`src/hw/rtl/assert_macros.svh`:
```
// ----------------------------------------------------------------------------
// assert_macros.svh
// Assertion helpers shared by the rtl; clocked, disabled while in reset
// ----------------------------------------------------------------------------
`ifndef ASSERT_MACROS_SVH
`define ASSERT_MACROS_SVH

// property checked at every clock edge outside reset
`define ASSERT_ON_CLK(lbl, clk, rst_n, prop) \
    lbl: assert property (@(posedge clk) disable iff (!rst_n) prop) \
        else $error("assertion failed");

// condition in one cycle implies consequence in the next
`define ASSERT_NEXT(lbl, clk, rst_n, pre, post) \
    lbl: assert property (@(posedge clk) disable iff (!rst_n) (pre) |=> (post)) \
        else $error("assertion failed");

`endif

```
`src/hw/rtl/smx_pkg.sv`:
```
// ----------------------------------------------------------------------------
// smx_pkg
// Types, opcodes, error codes and opcode tables of the stack machine core
// ----------------------------------------------------------------------------
package smx_pkg;

    localparam int ADDR_W = 13;
    localparam int CFG_W  = 13;

    // opcodes
    localparam logic [4:0] OP_PUSHI = 5'd0;
    localparam logic [4:0] OP_POP   = 5'd1;
    localparam logic [4:0] OP_ADD   = 5'd2;
    localparam logic [4:0] OP_SUB   = 5'd3;
    localparam logic [4:0] OP_MUL   = 5'd4;
    localparam logic [4:0] OP_DIV   = 5'd5;
    localparam logic [4:0] OP_MOD   = 5'd6;
    localparam logic [4:0] OP_NEG   = 5'd7;
    localparam logic [4:0] OP_EQ    = 5'd8;
    localparam logic [4:0] OP_NEQ   = 5'd9;
    localparam logic [4:0] OP_LT    = 5'd10;
    localparam logic [4:0] OP_GT    = 5'd11;
    localparam logic [4:0] OP_LTE   = 5'd12;
    localparam logic [4:0] OP_GTE   = 5'd13;
    localparam logic [4:0] OP_AND   = 5'd14;
    localparam logic [4:0] OP_OR    = 5'd15;
    localparam logic [4:0] OP_NOT   = 5'd16;
    localparam logic [4:0] OP_LOAD  = 5'd17;
    localparam logic [4:0] OP_PUT   = 5'd18;
    localparam logic [4:0] OP_JMP   = 5'd19;
    localparam logic [4:0] OP_JZ    = 5'd20;
    localparam logic [4:0] OP_CALL  = 5'd21;
    localparam logic [4:0] OP_RET   = 5'd22;
    localparam logic [4:0] OP_ALLOC = 5'd23;
    localparam logic [4:0] OP_EMIT  = 5'd24;
    localparam logic [4:0] OP_SCAN  = 5'd25;
    localparam logic [4:0] OP_HALT  = 5'd26;

    // error codes
    localparam logic [3:0] ERR_NONE    = 4'd0;
    localparam logic [3:0] ERR_ADDR    = 4'd1;
    localparam logic [3:0] ERR_DIVZ    = 4'd2;
    localparam logic [3:0] ERR_MODZ    = 4'd3;
    localparam logic [3:0] ERR_CALLOV  = 4'd4;
    localparam logic [3:0] ERR_NOFRAME = 4'd5;
    localparam logic [3:0] ERR_UNKNOWN = 4'd6;
    localparam logic [3:0] ERR_UNDER   = 4'd7;
    localparam logic [3:0] ERR_OVER    = 4'd8;
    localparam logic [3:0] ERR_SLOT    = 4'd9;

    typedef struct packed {
        logic [4:0]         func;
        logic signed [31:0] imm_first;
        logic [8:0]         imm_second;
        logic signed [31:0] scan_value;
    } t_in;

    typedef struct packed {
        logic [11:0]        next_address;
        logic               print_valid;
        logic signed [31:0] print_value;
        logic               halted;
        logic signed [31:0] halt_value;
        logic [3:0]         error_code;
    } t_out;

    // stack read address select
    typedef enum logic [1:0] {
        RD_TOP  = 2'd0,
        RD_NEXT = 2'd1,
        RD_SLOT = 2'd2
    } t_rd_sel;

    typedef struct packed {
        logic    latch;
        logic    rd_en;
        t_rd_sel rd_sel;
        logic    cap_b;
        logic    cap_a;
        logic    div_start;
        logic    div_step;
        logic    commit;
        logic    fill_step;
        logic    load_out;
    } t_cmd;

    typedef struct packed {
        logic stopped;
        logic div_go;
        logic div_done;
        logic fill_go;
        logic fill_done;
        logic out_busy;
    } t_stat;

    // operands taken from the stack
    function automatic logic [1:0] op_pops(input logic [4:0] op);
        logic [1:0] n;
        n = 2'd0;
        unique case (op) inside
            [OP_ADD:OP_MOD], [OP_EQ:OP_OR]:                   n = 2'd2;
            OP_POP, OP_NEG, OP_NOT, OP_PUT, OP_JZ, OP_RET,
            OP_EMIT:                                           n = 2'd1;
            default:                                           n = 2'd0;
        endcase
        return n;
    endfunction

    // one result pushed
    function automatic logic op_push(input logic [4:0] op);
        logic p;
        p = 1'b0;
        unique case (op) inside
            [OP_PUSHI:OP_PUSHI], [OP_ADD:OP_LOAD], OP_EMIT, OP_SCAN: p = 1'b1;
            default:                                                  p = 1'b0;
        endcase
        return p;
    endfunction

    // instruction length in code words
    function automatic logic [1:0] op_len(input logic [4:0] op);
        logic [1:0] n;
        n = 2'd1;
        unique case (op) inside
            OP_PUSHI, OP_LOAD, OP_PUT, OP_JMP, OP_JZ, OP_ALLOC: n = 2'd2;
            OP_CALL:                                             n = 2'd3;
            default:                                             n = 2'd1;
        endcase
        return n;
    endfunction

endpackage

```
`src/hw/rtl/smx_ctrl.sv`:
```
// ----------------------------------------------------------------------------
// smx_ctrl
// Sequencer of the stack machine: operand fetch, divide, commit, local fill
// ----------------------------------------------------------------------------
module smx_ctrl (
    input  logic          i_clk,
    input  logic          i_rst_n,
    input  logic          i_valid,
    output logic          o_stall,
    input  smx_pkg::t_stat i_stat,
    output smx_pkg::t_cmd  o_cmd
);
    import smx_pkg::*;

    typedef enum logic [7:0] {
        S_IDLE  = 8'b0000_0001,
        S_CHECK = 8'b0000_0010,
        S_RDA   = 8'b0000_0100,
        S_RDX   = 8'b0000_1000,
        S_EXEC  = 8'b0001_0000,
        S_DIV   = 8'b0010_0000,
        S_FILL  = 8'b0100_0000,
        S_DONE  = 8'b1000_0000
    } t_state;

    t_state r_state, n_state;

    // state register
    always_ff @(posedge i_clk) begin
        if (!i_rst_n) begin
            r_state <= S_IDLE;
        end else begin
            r_state <= n_state;
        end
    end

    assign o_stall = (r_state != S_IDLE);

    // next state and commands
    always_comb begin
        n_state = r_state;
        o_cmd   = '0;
        unique case (r_state)
            S_IDLE: begin
                if (i_valid) begin
                    o_cmd.latch = 1'b1;
                    n_state     = S_CHECK;
                end
            end
            S_CHECK: begin
                o_cmd.rd_en  = 1'b1;
                o_cmd.rd_sel = RD_TOP;
                n_state      = S_RDA;
            end
            S_RDA: begin
                o_cmd.cap_b  = 1'b1;
                o_cmd.rd_en  = 1'b1;
                o_cmd.rd_sel = RD_NEXT;
                n_state      = S_RDX;
            end
            S_RDX: begin
                o_cmd.cap_a  = 1'b1;
                o_cmd.rd_en  = 1'b1;
                o_cmd.rd_sel = RD_SLOT;
                n_state      = S_EXEC;
            end
            S_EXEC: begin
                if (i_stat.div_go) begin
                    o_cmd.div_start = 1'b1;
                    n_state         = S_DIV;
                end else begin
                    o_cmd.commit = 1'b1;
                    n_state      = i_stat.fill_go ? S_FILL : S_DONE;
                end
            end
            S_DIV: begin
                if (i_stat.div_done) begin
                    o_cmd.commit = 1'b1;
                    n_state      = S_DONE;
                end else begin
                    o_cmd.div_step = 1'b1;
                end
            end
            S_FILL: begin
                if (i_stat.fill_done) begin
                    n_state = S_DONE;
                end else begin
                    o_cmd.fill_step = 1'b1;
                end
            end
            S_DONE: begin
                if (!i_stat.out_busy) begin
                    o_cmd.load_out = 1'b1;
                    n_state        = S_IDLE;
                end
            end
            default: begin
                n_state = S_IDLE;
            end
        endcase
    end

endmodule

```
`config.mk`:
```
export PLATFORM = sky130hd
export DESIGN_NAME = smx_ctrl
export DESIGN_NICKNAME = d
export VERILOG_FILES = /design/src/hw/rtl/assert_macros.svh /design/src/hw/rtl/smx_pkg.sv /design/src/hw/rtl/smx_ctrl.sv
export SDC_FILE = /design/constraint.sdc
export NUM_CORES = 1
export LEC_CHECK = 0
export BUFFER_PORTS_ARGS = -buffer_cell sky130_fd_sc_hd__buf_2
export CORE_MARGIN = 8
export CORE_UTILIZATION = 45
export DETAILED_ROUTE_END_ITERATION = 10
export PLACE_DENSITY = 0.81
export SETUP_SLACK_MARGIN = 0.4
export SYNTH_ARGS = -nofsm -noshare
export SYNTH_HDL_FRONTEND = slang
export SYNTH_SLANG_ARGS = --single-unit
```
`constraint.sdc`:
```
create_clock -name i_clk -period 1.9 [get_ports i_clk]
set_input_delay 0.19 -clock i_clk [delete_from_list [all_inputs] [get_ports i_clk]]
set_output_delay 0.19 -clock i_clk [all_outputs]
set_load 0.02 [all_outputs]
```
### After elaboration in Yosys (flattened, before gate mapping)

Index checks and enable logic that the tools add are counted.

* logic and storage cells: 38
* bits in registers: 8

* eq/ne operators: 13
* mux-type cells: 23
* reductions and logical operators: 1

Operators by type and width (count)
* $pmux 8 s8: 1
* $mux 8: 6
* $mux 1: 14
* $pmux 3 s3: 1
* $eq 8x1->1 const B: 1
* $eq 8x2->1 const B: 1
* $eq 8x3->1 const B: 1
* $eq 8x4->1 const B: 1
* $eq 8x5->1 const B: 1
* $eq 8x6->1 const B: 1
* $eq 8x7->1 const B: 1
* $eq 8x8->1 const B: 1
* $ne 2x2->1 const B: 4
* $ne 8x1->1 const B: 1
* $reduce_and 4->1: 1
* $pmux 1 s2: 1

### Logic depth before layout (Yosys ltp)

Gate-level depths: netlist of run 1.

* depth in word-level cells: 3
* depth in mapped cells: 5
* mapped depth without buffers: 4

### Least setup slack after synthesis of run 1

No wires, ideal clock.

* path type: register to output
* start: reg r_state[6]
* end: out o_cmd[8] (netlist name)
* path slack: 0.308 ns
* arrival time: 1.402 ns
* buffers on the path: 2
* stages on the path, launching flop included: 6
* cell sequence: dfxtp_1 -> buf_6 -> nor3_4 -> nand2_2 -> nor3b_2 -> buf_4

RTL lines
* start, declared: line smx_ctrl.sv:26 `t_state r_state, n_state;`
* start signal, assigned: line smx_ctrl.sv:33 `r_state <= n_state;`
* end, declared: line smx_ctrl.sv:11 `output smx_pkg::t_cmd o_cmd`

==> impl_metrics.csv, run 1 <==
group,metric,value,unit
logic_synthesis,syn_area,638,µm²
die,core_region_area,1320,µm²
clock_tree,clkTransAtPathRegs,0.06,ns
die,die_area,2880,µm²
die,initial_core_util,0.484,
layout,layout-drive-gt1-share,0.594,
layout,register_area,180,µm²
power_and_ir_drop,ir_drop,0.000932,V
layout,final_util,0.760,
clock_tree,h-tree-depth,1,
clock_tree,postCtsHoldBufs,0,
drt,routedWlPerCell,17.8,µm
timing,slew_violations,0,
clock_tree,clock_path_buffers,2,
die,die_h,53.7,µm
layout,synthToLayoutAreaGrowth,56.9,%
logic_synthesis,synthArstFlopShare,0,
critical_path,required,1.71,ns
critical_path,crit_chain,"nor4_4, buf_4, and4b_1, buf_4",
logic_synthesis,ys_seq_elements,8,
critical_path,critical_path_peak_fanout,5,
logic_synthesis,syn_inst,74,
timing,hold_viol_final,0,
die,die_w,53.7,µm
power_and_ir_drop,total_power,900,µW
timing,worst_clock_skew,0.00923,ns
logic_synthesis,yosysTopAreaCell,"dfxtp_1",
timing,max_freq,607,MHz
die,ios,21,
drt,drtAntennaViolNets,0,
layout,multiInputGateArea,503,µm²
critical_path,end_kind,"output port",
clock_tree,numCtsBuffers,3,
timing,tightest_slew,0.354,ns
logic_synthesis,synth_ff_type,"dfxtp_1",
critical_path,cp_slowest_cell,"dfxtp_4",
logic_synthesis,ys_seq_area_frac,0.251,
critical_path,critPathMaxStageDelay,0.37,ns
critical_path,arrival,1.46,ns
logic_synthesis,yosysMostFrequentCell,"nor2_1",
drt,via_per_inst,6.10,
critical_path,cpLargestDelayFamily,"simple AND/OR/NAND/NOR gates",
global_routing,antenna_found_initial,0,
clock_tree,cts.sinks,8,
global_routing,grt_overflow_total,0,
logic_synthesis,synth_top_area_share,0.251,
drt,drtIter0Drc,27,
logic_synthesis,ys_warn_count,0,
layout,reg_top3,"r_state (8)",
layout,fill_cells,88,
logic_synthesis,synth.distinct_cells,39,
layout,antenna_cells,0,
logic_synthesis,synth_commonest_cells,"nor2_1, dfxtp_1, nor2b_1, nand4_1, nor3b_1",
layout,fin_nets,117,
timing,fin_crit_sh,0.867,
global_routing,grt_pass1_vias,679,
critical_path,critPathLaunchType,"register",
timing,fin_ws,0.253,ns
logic_synthesis,ys_top_cells_by_area,"dfxtp_1, nor2b_1, nor2_1, nor3b_1, nand4_1",
critical_path,critPathBufInv,2,
power_and_ir_drop,leakage,0.444,nW
placed_design,place_worst_setup_slack,0.356,ns
logic_synthesis,syn_avg_cell_area,8.62,µm²
drt,routed_wl,2150,µm
timing,maxSlewHeadroom,0.763,
timing,tns,0,ns
global_routing,grt_pass1_wl,3310,µm
placed_design,dp_hpwl,1360,µm
drt,remaining_drc_errors,0,
outcome,status,"finished clean",
placed_design,portBuffers,19,
clock_tree,clockRootBuffer,"clkbuf_4",
layout,largest_reg_flops,8,
logic_synthesis,synth_edf_count,0,
die,rows,13,
placed_design,gp_congestion,0.860,
critical_path,critPathKind,"reg -> out",
layout,top_register,"r_state",
logic_synthesis,synth_nets,83,
timing,fin_crit,1.65,ns
drt,vias,738,
timing,setup_viol,0,
drt,first_pass_iters,4,
clock_tree,clock_latency,0.26,ns
flow_run,maxCapViolations,0,
global_routing,grt_max_degree,9,
timing,rsz0062_at_grt,"true",
power_and_ir_drop,powerDensity,899,nW/µm²
critical_path,cpMostUsedCell,"buf_4",
clock_tree,tritoncts,"yes",
worst_hold_path,hold_path.class,"in -> reg",
global_routing,grt_use_total,0.155,
[worst paths after layout]
kind,start,endpoint,slack (ns),depth (start not counted)
setup / recovery,r_state[4]$_SDFFE_PN0P_,o_cmd[0],0.25,4
setup reg to reg,r_state[4]$_SDFFE_PN0P_,r_state[3]$_SDFFE_PN0P_,0.35,6
hold / removal,i_stat[2],r_state[6]$_SDFFE_PN0P_,0.21,3
hold reg to reg,r_state[1]$_SDFFE_PN0P_,r_state[2]$_SDFFE_PN0P_,0.55,2
[worst reg2reg max path, cell delays in order, from the launching register on]
cell and delay, ns:
dfxtp_4 0.37, nor4_4 0.33, buf_4 0.18, buf_4 0.10, o211ai_2 0.10, and2_4 0.18, and4_1 0.18
[layout by cell type, fill, tap and decap left out, types with 2 or more instances in the layout]
cell      netlist  routed
buf_4           1      15
buf_6           1       9
nor2_1          9       7
buf_2           1       7
nand4_1         4       4
dfxtp_2         0       4
dfxtp_4         0       4
nor2b_2         0       3
nor2b_1         6       3
o21ai_0         3       3
nor3b_1         4       3
clkbuf_4        0       3
nor3_4          1       2
nand2_2         1       2
nor3b_2         2       2
and4b_1         2       2
inv_1           2       2
and2_1          2       2
nor3_1          2       2
[report_power, final]
part / internal (mW) / switching [mW] / total [mW]
clock network: 0.0725 / 0.0613 / 0.134
logic: 0.247 / 0.279 / 0.525
registers: 0.191 / 0.0494 / 0.241
total: 0.511 / 0.389 / 0.900
[metrics by stage]
stage               std cells  cell area (µm²)  hold WS, ns
floorplan                  74              652        0.308
global placement          106              749        0.457
detailed placement        106              749        0.460
CTS                       118              952        0.193
global route              121             1000        0.217
finish                    121             1000        0.206
[cells by family after synthesis]
logic type | after synthesis | synth area share
AO/OA/AOI/OAI | 12 | 0.139
XOR/XNOR | 2 | 0.0275
buffers and inverters | 5 | 0.0490
flip-flops | 8 | 0.251
AND/OR/NAND/NOR | 47 | 0.533
[routing by layer]
layer / part of all wire / up-vias / routed length (µm) / track usage
met2: 0.53 / 25 / 1130 / 0.291
met5: 0 / - / 0 / 0
met3: 0.054 / 6 / 117 / 0.0303
met1: 0.40 / 360 / 856 / 0.165
met4: 0.021 / 0 / 46 / 0.0630
li1: - / 347 / - / -
[cell type report]
type | instances | share of cell area
clock buffers | 3 | 0.0225
inverters | 2 | 0.00750
multi-input cells | 61 | 0.502
flip-flops and latches | 8 | 0.180
well taps | 15 | 0.0188
repair buffers | 32 | 0.269
[timing repair]
action | 4_1_cts | 5_1_grt
cloned | 0 | 0
setup buffers | 9 | 3
endpoints found under the hold margin | 0 | 0
resized for setup | 34 | 10
pin swaps | 9 | 5
setup endpoints to repair | 12 | 16
(Power assumes the default switching activity.)
==> inputs of run 2 (changes only) <==
--- a/config.mk
+++ b/config.mk
@@ -10,7 +10,6 @@
 export CORE_UTILIZATION = 45
 export DETAILED_ROUTE_END_ITERATION = 10
 export PLACE_DENSITY = 0.81
-export SETUP_SLACK_MARGIN = 0.4
 export SYNTH_ARGS = -nofsm -noshare
 export SYNTH_HDL_FRONTEND = slang
 export SYNTH_SLANG_ARGS = --single-unit
==> run 2 against run 1 <==
Net effect: worst hold slack worse by 0.0093 ns; setup slack worse by 0.12 ns; maximum frequency fell by 6.8%; non-clock buffer count fell by 8; global-route usage is 3.5 points lower; clock skew fell by 0.0036 ns; critical path type unchanged; largest cell class unchanged.
==> impl_metrics.csv, run 2 (synthesis gave the netlist of run 1 again) <==
group,metric,value,unit
critical_path,cpLargestDelayFamily,"simple AND/OR/NAND/NOR gates",
timing,fin_crit_sh,0.930,
layout,final_cell_mix,"buf_2, nor2_1, dfxtp_1",
global_routing,grt_use_total,0.121,
worst_hold_path,hold_depth,3,
die,core_region_area,1320,µm²
critical_path,r2r_slack,0.37,ns
layout,final_common_cell,"buf_2",
timing,worst_clock_skew,0.00561,ns
global_routing,grt_pass1_vias,624,
clock_tree,h-tree-depth,1,
critical_path,crit_chain,"nor4_4, nand2_1, nor3_2, buf_2",
critical_path,cp_slowest_cell,"dfxtp_1",
drt,vias,626,
critical_path,critPathKind,"reg -> out",
layout,fill_cells,116,
power_and_ir_drop,p_switching,318,µW
power_and_ir_drop,clkPwrFrac,0.170,
timing,hold_viol_final,0,
clock_tree,clock_latency,0.25,ns
drt,drtAntennaViolNets,0,
timing,maxSlewHeadroom,0.745,
critical_path,end_kind,"output port",
critical_path,reg2reg_to,"r_state[3]$_SDFFE_PN0P_",
timing,tightest_slew,0.382,ns
timing,tns,0,ns
power_and_ir_drop,ir_drop,0.000927,V
timing,fin_crit,1.77,ns
placed_design,dp_hpwl,1290,µm
global_routing,grt_pass1_wl,2660,µm
critical_path,critical_path_peak_fanout,6,
layout,fin_nets,109,
drt,via_per_inst,5.54,
clock_tree,postCtsHoldBufs,0,
layout,largest_reg_flops,8,
timing,rsz0062_at_grt,"false",
drt,remaining_drc_errors,0,
layout,layoutNonFillerInstCount,113,
clock_tree,cts_setup_buffers,0,
die,rows,13,
die,die_h,53.7,µm
power_and_ir_drop,leakage,0.374,nW
critical_path,critPathMaxStageDelay,0.39,ns
power_and_ir_drop,powerDensity,934,nW/µm²
global_routing,antenna_found_initial,0,
global_routing,grt_overflow_total,0,
flow_run,maxCapViolations,0,
drt,first_pass_iters,4,
timing,slew_violations,0,
worst_hold_path,hold_start,"i_stat[2]",
worst_hold_path,min_to,"r_state[6]$_SDFFE_PN0P_",
die,die_w,53.7,µm
drt,drtIter0Drc,11,
worst_hold_path,hold_path.class,"in -> reg",
drt,routed_wl,1620,µm
clock_tree,clockRootBuffer,"clkbuf_4",
critical_path,critPathBufInv,1,
timing,max_freq,566,MHz
critical_path,critPathLaunchType,"register",
clock_tree,cts_resized,0,
die,initial_core_util,0.484,
clock_tree,cts.sinks,8,
placed_design,place_inst,105,
layout,top_register,"r_state",
layout,antenna_cells,0,
die,ios,21,
power_and_ir_drop,seq_power_share,0.333,
clock_tree,tritoncts,"yes",
clock_tree,clkTransAtPathRegs,0.05,ns
critical_path,required,1.71,ns
placed_design,portBuffers,19,
power_and_ir_drop,intPower,418,µW
timing,setup_viol,0,
drt,routedWlPerCell,14.3,µm
placed_design,gp_congestion,0.833,
layout,reg_top3,"r_state (8)",
power_and_ir_drop,p_sw_frac,0.432,
global_routing,grt_max_degree,11,
die,die_area,2880,µm²
clock_tree,clock_path_buffers,2,
critical_path,worstReg2RegStart,"r_state[6]$_SDFFE_PN0P_",
layout,layout-drive-gt1-share,0.388,
power_and_ir_drop,combPwrFrac,0.497,
outcome,status,"finished clean",
layout,synthToLayoutAreaGrowth,23.5,%
layout,final_util,0.598,
clock_tree,numCtsBuffers,3,
critical_path,worstRegToRegCells,5,
power_and_ir_drop,total_power,736,µW
critical_path,arrival,1.58,ns
==> run 2: how the worst max path moves through the flow <==
stage,from,endpoint,slack [ns],cells past startpoint
after floorplan,r_state[6]$_SDFFE_PN0P_,o_cmd[8],0.31,5
after global placement,r_state[0]$_SDFFE_PN1P_,o_cmd[3],0.39,4
after detailed placement,r_state[0]$_SDFFE_PN1P_,o_cmd[3],0.37,4
after CTS,r_state[0]$_SDFFE_PN1P_,o_cmd[3],0.09,4
after global routing,r_state[4]$_SDFFE_PN0P_,o_cmd[2],0.002,5
final,r_state[4]$_SDFFE_PN0P_,o_cmd[3],0.13,4
==> run 2: worst min-delay path, cell delays in order <==
cell	delay, ns
buf_2	0.09
a21oi_1	0.05
nor2_1	0.08
==> run 2: layout make-up <==
type | instances | area, µm² | share of cell area
clock buffers | 3 | 22.5 | 0.0286
inverters | 2 | 7.51 | 0.00952
multi-input cells | 61 | 447 | 0.567
flip-flops and latches | 8 | 160 | 0.203
well taps | 15 | 18.8 | 0.0238
repair buffers | 24 | 133 | 0.168
==> run 2: per-layer routing <==
layer	part of all wire	up-vias	track usage
li1	-	324	-
met1	0.42	284	0.137
met2	0.52	13	0.209
met3	0.036	5	0.0138
met4	0.024	0	0.0756
met5	0	-	0
==> run 2: power groups by stage <==
stage,Clock (mW),Sequential [mW],Combinational (mW)
2_1_floorplan,0,0.219,0.287
3_3_place_gp,0,0.247,0.333
6_report,0.125,0.245,0.366
3_5_place_dp,0,0.247,0.345
4_1_cts,0.132,0.243,0.347
5_1_grt,0.138,0.253,0.403
==> run 2: stage by stage <==
stage | hold WS (ns) | area, µm² | setup slack [ns]
global route | 0.212 | 788 | 0.00150
finish | 0.197 | 788 | 0.133
floorplan | 0.308 | 638 | 0.308
global placement | 0.446 | 728 | 0.392
detailed placement | 0.454 | 728 | 0.372
CTS | 0.194 | 751 | 0.0869
==> inputs of run 3 (changes only) <==
--- a/config.mk
+++ b/config.mk
@@ -9,7 +9,8 @@
 export CORE_MARGIN = 8
 export CORE_UTILIZATION = 45
 export DETAILED_ROUTE_END_ITERATION = 10
-export PLACE_DENSITY = 0.81
+export PLACE_DENSITY = 0.76
+export SLEW_MARGIN = 20
 export SYNTH_ARGS = -nofsm -noshare
 export SYNTH_HDL_FRONTEND = slang
 export SYNTH_SLANG_ARGS = --single-unit
==> run 3 against run 2 <==
Net effect: flip-flop and latch count did not move; combinational power fell by 7.7%; critical path depth did not move; first-iteration DRC count fell by 18%; sequential power barely moved; routed wire length fell by 5.9%; clock power barely moved; global-route usage fell by 0.60 points.
==> impl_metrics.csv, run 3 (synthesis gave the netlist of run 1 again) <==
group,metric,value,unit
outcome,status,"finished clean",
timing,tns,0,ns
critical_path,required,1.71,ns
layout,reg_top3,"r_state (8)",
die,ios,21,
critical_path,end_kind,"output port",
clock_tree,clock_path_buffers,2,
power_and_ir_drop,intPower,404,µW
global_routing,grt_use_total,0.115,
global_routing,grt_pass1_wl,2540,µm
die,rows,13,
die,initial_core_util,0.484,
critical_path,startpoint,"r_state[0]$_SDFFE_PN1P_",
global_routing,antenna_found_initial,0,
power_and_ir_drop,combPwrFrac,0.474,
critical_path,worstReg2RegStart,"r_state[6]$_SDFFE_PN0P_",
clock_tree,clock_latency,0.25,ns
power_and_ir_drop,powerDensity,950,nW/µm²
clock_tree,cts.sinks,8,
die,core_region_area,1320,µm²
global_routing,grt_pass1_vias,647,
layout,synthToLayoutAreaGrowth,17.6,%
power_and_ir_drop,p_switching,309,µW
die,die_w,53.7,µm
timing,rsz0062_at_grt,"false",
layout,register_area,160,µm²
drt,drtAntennaViolNets,0,
drt,routedWlPerCell,14.1,µm
layout,multiInputGateArea,447,µm²
worst_hold_path,hold_start,"i_stat[2]",
timing,worst_clock_skew,0.00214,ns
placed_design,gp_congestion,0.785,
timing,maxSlewHeadroom,0.749,
timing,tightest_slew,0.376,ns
drt,routed_wl,1520,µm
layout,final_cell_mix,"buf_2, nor2_1, dfxtp_1",
timing,fin_crit,1.80,ns
die,die_area,2880,µm²
timing,slew_violations,0,
clock_tree,cts_setup_buffers,0,
flow_run,maxCapViolations,0,
clock_tree,postCtsHoldBufs,0,
global_routing,grt_max_degree,11,
power_and_ir_drop,ir_drop,0.000535,V
layout,final_common_cell,"buf_2",
layout,top_register,"r_state",
placed_design,portBuffers,19,
drt,remaining_drc_errors,0,
placed_design,dp_hpwl,1270,µm
critical_path,critical_path_peak_fanout,6,
drt,drtIter0Drc,9,
worst_hold_path,hold_path.class,"in -> reg",
drt,first_pass_iters,4,
drt,vias,630,
clock_tree,clockRootBuffer,"clkbuf_4",
critical_path,arrival,1.61,ns
layout,antenna_cells,0,
timing,setup_viol,0,
layout,fin_nets,104,
clock_tree,numCtsBuffers,3,
clock_tree,clkTransAtPathRegs,0.05,ns
timing,fin_crit_sh,0.948,
layout,final_util,0.570,
layout,layout-drive-gt1-share,0.355,
power_and_ir_drop,p_sw_frac,0.433,
timing,max_freq,555,MHz
power_and_ir_drop,total_power,713,µW
clock_tree,tritoncts,"yes",
layout,fill_cells,117,
drt,via_per_inst,5.83,
power_and_ir_drop,seq_power_share,0.347,
timing,hold_viol_final,0,
power_and_ir_drop,leakage,0.350,nW
power_and_ir_drop,clkPwrFrac,0.179,
critical_path,critPathKind,"reg -> out",
layout,largest_reg_flops,8,
clock_tree,cts_resized,0,
critical_path,critPathLaunchType,"register",
die,die_h,53.7,µm
global_routing,grt_overflow_total,0,
clock_tree,h-tree-depth,1,
run 3: final cells by class:
type,instances,area share
clock buffers,3,0.0300
inverters,2,0.0100
multi-input cells,61,0.595
flip-flops and latches,8,0.213
well taps,15,0.0250
repair buffers,19,0.127
run 3: routing by layer:
| layer | up-vias | part of all wire | track usage |
|---|---|---|---|
| li1 | 318 | - | - |
| met1 | 288 | 0.43 | 0.116 |
| met2 | 19 | 0.51 | 0.215 |
| met3 | 5 | 0.041 | 0.0138 |
| met4 | 0 | 0.025 | 0.0756 |
| met5 | - | 0 | 0 |
run 3: path summary, 6_finish.rpt:
path,to,slack [ns],cells after the start
max,o_cmd[3],0.1,4
min,r_state[6]$_SDFFE_PN0P_,0.19,3
max reg2reg,r_state[3]$_SDFFE_PN0P_,0.42,4
min reg2reg,r_state[2]$_SDFFE_PN0P_,0.68,2
run 3: worst max-delay path, stage by stage, from the launching register on:
cell     delay [ns]
dfxtp_1        0.39
nor4_4         0.41
nand2_1        0.16
nor3_2         0.21
buf_2          0.20
run 3: stage by stage:
stage               hold slack, ns  cells  setup WS (ns)  area (µm²)
detailed placement           0.453    105          0.363         728
CTS                          0.187    108         0.0908         751
global route                 0.206    108        0.00275         751
floorplan                    0.308     74          0.308         638
finish                       0.194    108         0.0991         751
global placement             0.447    105          0.387         728
run 3: power groups by stage:
stage          Sequential [mW]  Clock (mW)  Combinational [mW]
6_report                 0.247       0.128               0.338
5_1_grt                  0.251       0.136               0.371
3_5_place_dp             0.250           0               0.342
4_1_cts                  0.246       0.132               0.343
2_1_floorplan            0.219           0               0.287
3_3_place_gp             0.249           0               0.331
